==> src/hw/rtl/ght_pkg.sv <==
// Package: command, status and payload types for the handle table.
package ght_pkg;

   // table size is tied to the 6-bit slot fields and 7-bit live count
   localparam int SLOT_COUNT = 64;

   typedef enum logic [1:0] {
      CMD_CREATE  = 2'd0,
      CMD_DESTROY = 2'd1,
      CMD_COLLECT = 2'd2,
      CMD_QUERY   = 2'd3
   } cmd_type;

   typedef enum logic [2:0] {
      ST_OK        = 3'd0,
      ST_NOT_READY = 3'd1,
      ST_INVALID   = 3'd2,
      ST_FULL      = 3'd3,
      ST_GEN_EXH   = 3'd4,
      ST_NOT_FOUND = 3'd5,
      ST_Q_FULL    = 3'd6
   } status_type;

   localparam logic [2:0] RT_INVALID = 3'd0;
   localparam logic [2:0] RT_BUFFER  = 3'd1;
   localparam logic [2:0] RT_TEXTURE = 3'd2;
   localparam logic [2:0] RT_TARGET  = 3'd3;
   localparam logic [2:0] RT_SAMPLER = 3'd4;
   localparam logic [2:0] RT_PIPE    = 3'd5;

   localparam logic [0:0] CSR_READY   = 1'd0;
   localparam logic [0:0] CSR_MAX_DIM = 1'd1;

   localparam logic [15:0] MAX_DIM_RESET = 16'd16384;
   localparam logic [31:0] GEN_MAX       = 32'hFFFF_FFFF;

   typedef struct packed {
      logic [1:0]  command;
      logic [2:0]  resource_type;
      logic [31:0] buffer_bytes;
      logic [15:0] tex_width;
      logic [15:0] tex_height;
      logic [5:0]  slot_index;
      logic [31:0] handle_generation;
      logic [47:0] retire_fence;
      logic [47:0] completed_fence;
   } req_type;

   typedef struct packed {
      logic [2:0]  status;
      logic        kind;
      logic [5:0]  out_slot;
      logic [31:0] out_generation;
      logic [2:0]  out_type;
      logic        is_alive;
      logic [5:0]  released_count;
      logic [6:0]  live_count;
      logic        last;
   } rsp_type;

   typedef enum logic [3:0] {
      S_IDLE,
      S_DECODE,
      S_SCAN,
      S_ALLOC,
      S_DESTROY,
      S_COLLECT,
      S_COL_DONE,
      S_REPLY
   } state_type;

   // controller -> datapath
   typedef struct packed {
      logic load;      // capture request
      logic scan_clr;  // reset scan pointer
      logic scan_step; // advance scan pointer
      logic alloc;     // commit create
      logic destroy;   // commit destroy
      logic col_step;  // process one queue entry
      logic col_done;  // commit new fill
      logic reply;     // emit reply
      logic [2:0] status;
   } ctl_type;

   // datapath -> controller
   typedef struct packed {
      cmd_type command;
      logic    ready;
      logic    req_valid;
      logic    live;
      logic    q_full;
      logic    scan_hit;
      logic    scan_end;
      logic    pick_exh;
      logic    tbl_full;
      logic    col_end;
   } sts_type;

endpackage

==> src/hw/rtl/ght_ctrl.sv <==
// Controller: sequences each request through the datapath.
module ght_ctrl (
   input  logic            clock,
   input  logic            reset,
   input  logic            start,
   output logic            busy,
   input  ght_pkg::sts_type sts,
   output ght_pkg::ctl_type ctl
);
   import ght_pkg::*;

   state_type state_ff, state_in;

   always_ff @(posedge clock) begin
      if (reset) begin
         state_ff <= S_IDLE;
      end else begin
         state_ff <= state_in;
      end
   end

   always_comb begin
      state_in = state_ff;
      ctl = '0;
      busy = (state_ff != S_IDLE);
      case (state_ff)
         S_IDLE: begin
            if (start) begin
               ctl.load = 1'b1;
               state_in = S_DECODE;
            end
         end
         S_DECODE: begin
            ctl.scan_clr = 1'b1;
            if (sts.command == CMD_QUERY) begin
               ctl.reply = 1'b1;
               ctl.status = ST_OK;
               state_in = S_IDLE;
            end else if (!sts.ready) begin
               ctl.reply = 1'b1;
               ctl.status = ST_NOT_READY;
               state_in = S_IDLE;
            end else begin
               case (sts.command)
                  CMD_CREATE: begin
                     if (!sts.req_valid) begin
                        ctl.reply = 1'b1;
                        ctl.status = ST_INVALID;
                        state_in = S_IDLE;
                     end else begin
                        state_in = S_SCAN;
                     end
                  end
                  CMD_DESTROY: state_in = S_DESTROY;
                  default: state_in = S_COLLECT;
               endcase
            end
         end
         S_SCAN: begin
            if (sts.scan_hit || sts.scan_end) begin
               state_in = S_ALLOC;
            end else begin
               ctl.scan_step = 1'b1;
            end
         end
         S_ALLOC: begin
            ctl.reply = 1'b1;
            state_in = S_IDLE;
            if (sts.scan_hit && sts.pick_exh) begin
               ctl.status = ST_GEN_EXH;
            end else if (!sts.scan_hit && sts.tbl_full) begin
               ctl.status = ST_FULL;
            end else begin
               ctl.alloc = 1'b1;
               ctl.status = ST_OK;
            end
         end
         S_DESTROY: begin
            ctl.reply = 1'b1;
            state_in = S_IDLE;
            if (!sts.live) begin
               ctl.status = ST_NOT_FOUND;
            end else if (sts.q_full) begin
               ctl.status = ST_Q_FULL;
            end else begin
               ctl.destroy = 1'b1;
               ctl.status = ST_OK;
            end
         end
         S_COLLECT: begin
            if (sts.col_end) begin
               state_in = S_COL_DONE;
            end else begin
               ctl.col_step = 1'b1;
            end
         end
         S_COL_DONE: begin
            ctl.col_done = 1'b1;
            state_in = S_REPLY;
         end
         S_REPLY: begin
            ctl.reply = 1'b1;
            ctl.status = ST_OK;
            state_in = S_IDLE;
         end
         default: state_in = S_IDLE;
      endcase
   end
endmodule

==> config.mk <==
export PLATFORM = sky130hd
export DESIGN_NAME = ght_ctrl
export DESIGN_NICKNAME = d
export VERILOG_FILES = /design/src/hw/rtl/ght_pkg.sv /design/src/hw/rtl/ght_ctrl.sv
export SDC_FILE = /design/constraint.sdc
export NUM_CORES = 1
export LEC_CHECK = 0
export ABC_AREA = 1
export BUFFER_PORTS_ARGS = -buffer_cell sky130_fd_sc_hd__buf_2
export CORE_AREA = 5 5 42 44
export CTS_CLUSTER_DIAMETER = 60
export DETAILED_ROUTE_END_ITERATION = 10
export DIE_AREA = 0 0 47 49
export SYNTH_ARGS = -nofsm -noshare
export SYNTH_HDL_FRONTEND = slang
export SYNTH_SLANG_ARGS = --single-unit
==> constraint.sdc <==
create_clock -name clock -period 1.29 [get_ports clock]
set_input_delay 0.0645 -clock clock [delete_from_list [all_inputs] [get_ports clock]]
set_output_delay 0.0645 -clock clock [all_outputs]
set_load 0.02 [all_outputs]
==> metrics list <==
- The floorplan has 14 rows.
- Initial antenna violation count: 0
* Count of unique library cells instantiated by Yosys: 14
* Arithmetic-cell share of the synthesized area counting full adders, half adders and majority gates: 0%
* Share of synthesized area occupied by flip-flops and latches: 15.8%
- Total of fill cells in the finished design: 146
* DRT iter0 DRCs: 8
- STA classifies the critical path startpoint as a flip-flop.
- Final core utilization: 53.6%
- Number of nets produced by synthesis: 89
* Cell type of the slowest stage on the worst timing path: sky130_fd_sc_hd__dfxtp_4
- The floorplan step defined a die boundary enclosing 2300 µm².
- After detailed placement, the total cell area comes to 534 µm².
- Detailed-route DRC error count: 0
* Synthesis-to-layout area growth: 97.4%
- The first global-routing pass estimated 1800 µm of wire.
- In the post-route analysis, the smallest setup slack over all paths is -0.0237 ns.
- CTS built an H-tree with a depth of 1.
- Largest cells by area after synthesis: sky130_fd_sc_hd__nor2_1 (20%), sky130_fd_sc_hd__nand2_1 (18%), sky130_fd_sc_hd__dfxtp_1 (16%), sky130_fd_sc_hd__inv_1 (9.9%), sky130_fd_sc_hd__nand3_1 (9.2%)
- The synthesized design contains 0 enable-type register cells.
- After synthesis, the largest family of logic cells by area is simple AND/OR/NAND/NOR gates.
- GRT Overall Usage: 10.5%
- Once detailed placement completed, the half-perimeter wirelength came to 933 µm.
* Width of the chip: 47 µm
- After clock tree synthesis, the clock-pin slew on the worst setup and hold paths is 0.04 ns.
* Initial standard-cell utilization of the core: 27.1%
* Critical path data required time: 1.23 ns
- Summing all non-filler instances in the final layout gives an area of 751 µm².
- Slowest stage delay, CP: 0.38 ns
- Share of cells above drive strength 1: 57.5%
- Drt first pass iters: 4
- The startpoint identified for the worst hold timing path is reset.
- Worst rel slew slack: 87.6%
- Synthesized flop and latch total: 3
* Final setup violation count: 4
- The final critical path takes up 102% of the cycle.
- Final RePlAce weighted congestion: 0.754
* CTS tree: built
* Endpoint arrival time on the critical path: 1.25 ns
- Later-pin clock latency in the skew report: 0.23 ns
* Number of global-route vias before repair: 481
- Max reg flops: 3
* Complex-gate fraction of the synthesized area: 6.58%
- Buffers inserted during clock tree synthesis total 3.
- Netlist Area Pre-Place: 380 µm²
- Total power consumption of the routed design: 793 µW
- Maximum net fanout on the critical path: 6
- After synthesis, the largest area contributor takes up 19.7% of total cell area.
* Worst slew pin tran: 0.185 ns
- Vias post-DR: 577
- Entering global routing, the biggest net connects 7 pins.
- Worst Hold Class: in2reg
- Power spread over the standard cell area amounts to 1060 nW/µm².
- Outcome: complete, but fails checks
- Synthesized instance count: 75
* Most instantiated flip-flop cell in the synthesis netlist: sky130_fd_sc_hd__dfxtp_1
- Max Buffers Root-to-Sink: 2
* Remaining global-route overflow: 0
- Dividing the detail-routed wire length by the instance count gives 10.1 µm.
- The commonest cells after synthesis are sky130_fd_sc_hd__nor2_1 (20), sky130_fd_sc_hd__nand2_1 (18), sky130_fd_sc_hd__inv_1 (10).
* Proportion of synthesized flip-flops having asynchronous set or reset: 0%
* Final count of pins violating max slew: 0
- Traced cell by cell, the critical path runs through nor2_4, nand2_2, inv_2, nand2_1, o211ai_1, buf_4.
- Cell type with the highest aggregate area in the netlist: sky130_fd_sc_hd__nor2_1
- The total count of hold-check failures in the final report is 0.
- Maximum ir drop on the vdd rail: 0.657 mV
- Largest delay contributor family on the critical path: flip-flops
- The clock arrives with 0.00242 ns of skew.
- Num Clock Sinks: 3
* Count of non-filler cells in the finished layout: 129
- Tmin final: 1.31 ns
- Summed over all cells, the static leakage comes to 0.000384 µW.
- Remaining number of nets flagged by the antenna check after routing: 0
* Count of hold buffers inserted by post-cts repair: 0
- CTS Root Cell: sky130_fd_sc_hd__clkbuf_4
- From bottom edge to top edge, the die measures 49 µm.
- Summed over all layers, the routed wires come to 1310 µm.
* Violations in the final reports: setup timing
- Class of the most critical setup path: reg2out
* RSZ-0062 raised after global routing: yes
- After Yosys synthesis, and, or, nand and nor cells account for 65.8% of the synthesized area.
- STA classifies the critical path endpoint as a primary output.
* Register-to-register setup slack: 0.12 ns
- Number of antenna repair diodes: 0
* Average via count per standard cell: 4.47
- R2R Path Start: state_ff[1]
- Static timing analysis puts the maximum clock frequency at 761 MHz.
* Yosys warning count: 0
- Of the post-synthesis cell area, the part taken by muxes is 0%.
* Xor/xnor cell area share of the yosys netlist: 0%
- Among all cell types in the netlist, the one instantiated most often is sky130_fd_sc_hd__nor2_1.
* Net count reported at finish: 128
- Max-cap violations in this run came to 0.
- Crit path buf inv count: 2
- The average instance in the mapped netlist occupies 5.07 µm².
* Number of placed instances with taps included: 117
- In this run the count of I/O pins placed on the die edge is 26.
- The core region is 1400 µm².
- Buffers placed on the I/O ports in this run total 25.
- Most flops, register: state_ff
* Registers with the most flip-flops: state_ff: 3 flops
- Critical path launch point: state_ff[1]
## cell type report
cell class | count | area (µm²) | share of cell area [%]
timing repair buffer | 34 | 231 | 30.8
clock buffer | 4 | 26.3 | 3.50
tap | 16 | 20.0 | 2.67
sequential | 3 | 68.8 | 9.17
inverter | 12 | 52.6 | 7.00
multi-input combinational | 60 | 352 | 46.8
## path summary, 6_finish.rpt
check,endpoint,cells past startpoint
worst max-delay path,ctl[1],6
worst min-delay path,state_ff[0],4
worst max register to register,state_ff[2],8
worst min register to register,state_ff[1],2
## layout by cell type (no fill, tap or decap), drive strengths merged
cell    synthesis  layout
clkbuf          0       4
nand4           2       2
nor2           24      24
nor3b           1       1
inv            12      12
o211ai          2       2
nand3           7       7
dfxtp           3       3
or2             2       2
buf             0      34
nand2          18      18
nor3            2       2
o21ai           2       2
## worst min-delay path, stage by stage
cell and delay, ns:
sky130_fd_sc_hd__buf_2 0.07, sky130_fd_sc_hd__inv_1 0.04, sky130_fd_sc_hd__nand2_1 0.06, sky130_fd_sc_hd__nor2_1 0.03
## stage by stage
step	hold WS, ns	TNS, ns	setup WS, ns
finish	0.0682	-0.0603	-0.0237
floorplan	0.212	0	0.0145
CTS	0.0648	-0.0595	-0.0255
global route	0.0744	-0.472	-0.101
detailed placement	0.317	0	0.104
global placement	0.305	0	0.121
## cells by family after synthesis
family	Yosys count
simple gates	56
buf+inv	12
compound gates	4
flops	3
## power breakdown
group	total, µW	internal, µW	switching [µW]
combinational	499	228	272
clock	164	116	47.7
sequential	130	109	21.6
total	793	452	341
## routing by layer
layer / track usage (%) / vias to the layer above / wire (µm) / part of all wire (%)
li1: - / 312 / - / -
met1: 11.2 / 246 / 483 / 37
met2: 18.8 / 19 / 715 / 55
met3: 3.32 / 0 / 106 / 8.1
met4: 2.76 / 0 / 0 / 0
met5: 0 / - / 0 / 0
## timing repair
| action | 4_1_cts | 5_1_grt |
|---|---|---|
| resized for setup | 11 | 32 |
| setup buffers | 6 | 2 |
| setup endpoints to repair | 7 | 11 |
| pin swaps | 4 | 8 |
| hold endpoints to repair | 0 | 0 |
(Power assumes the default switching activity.)
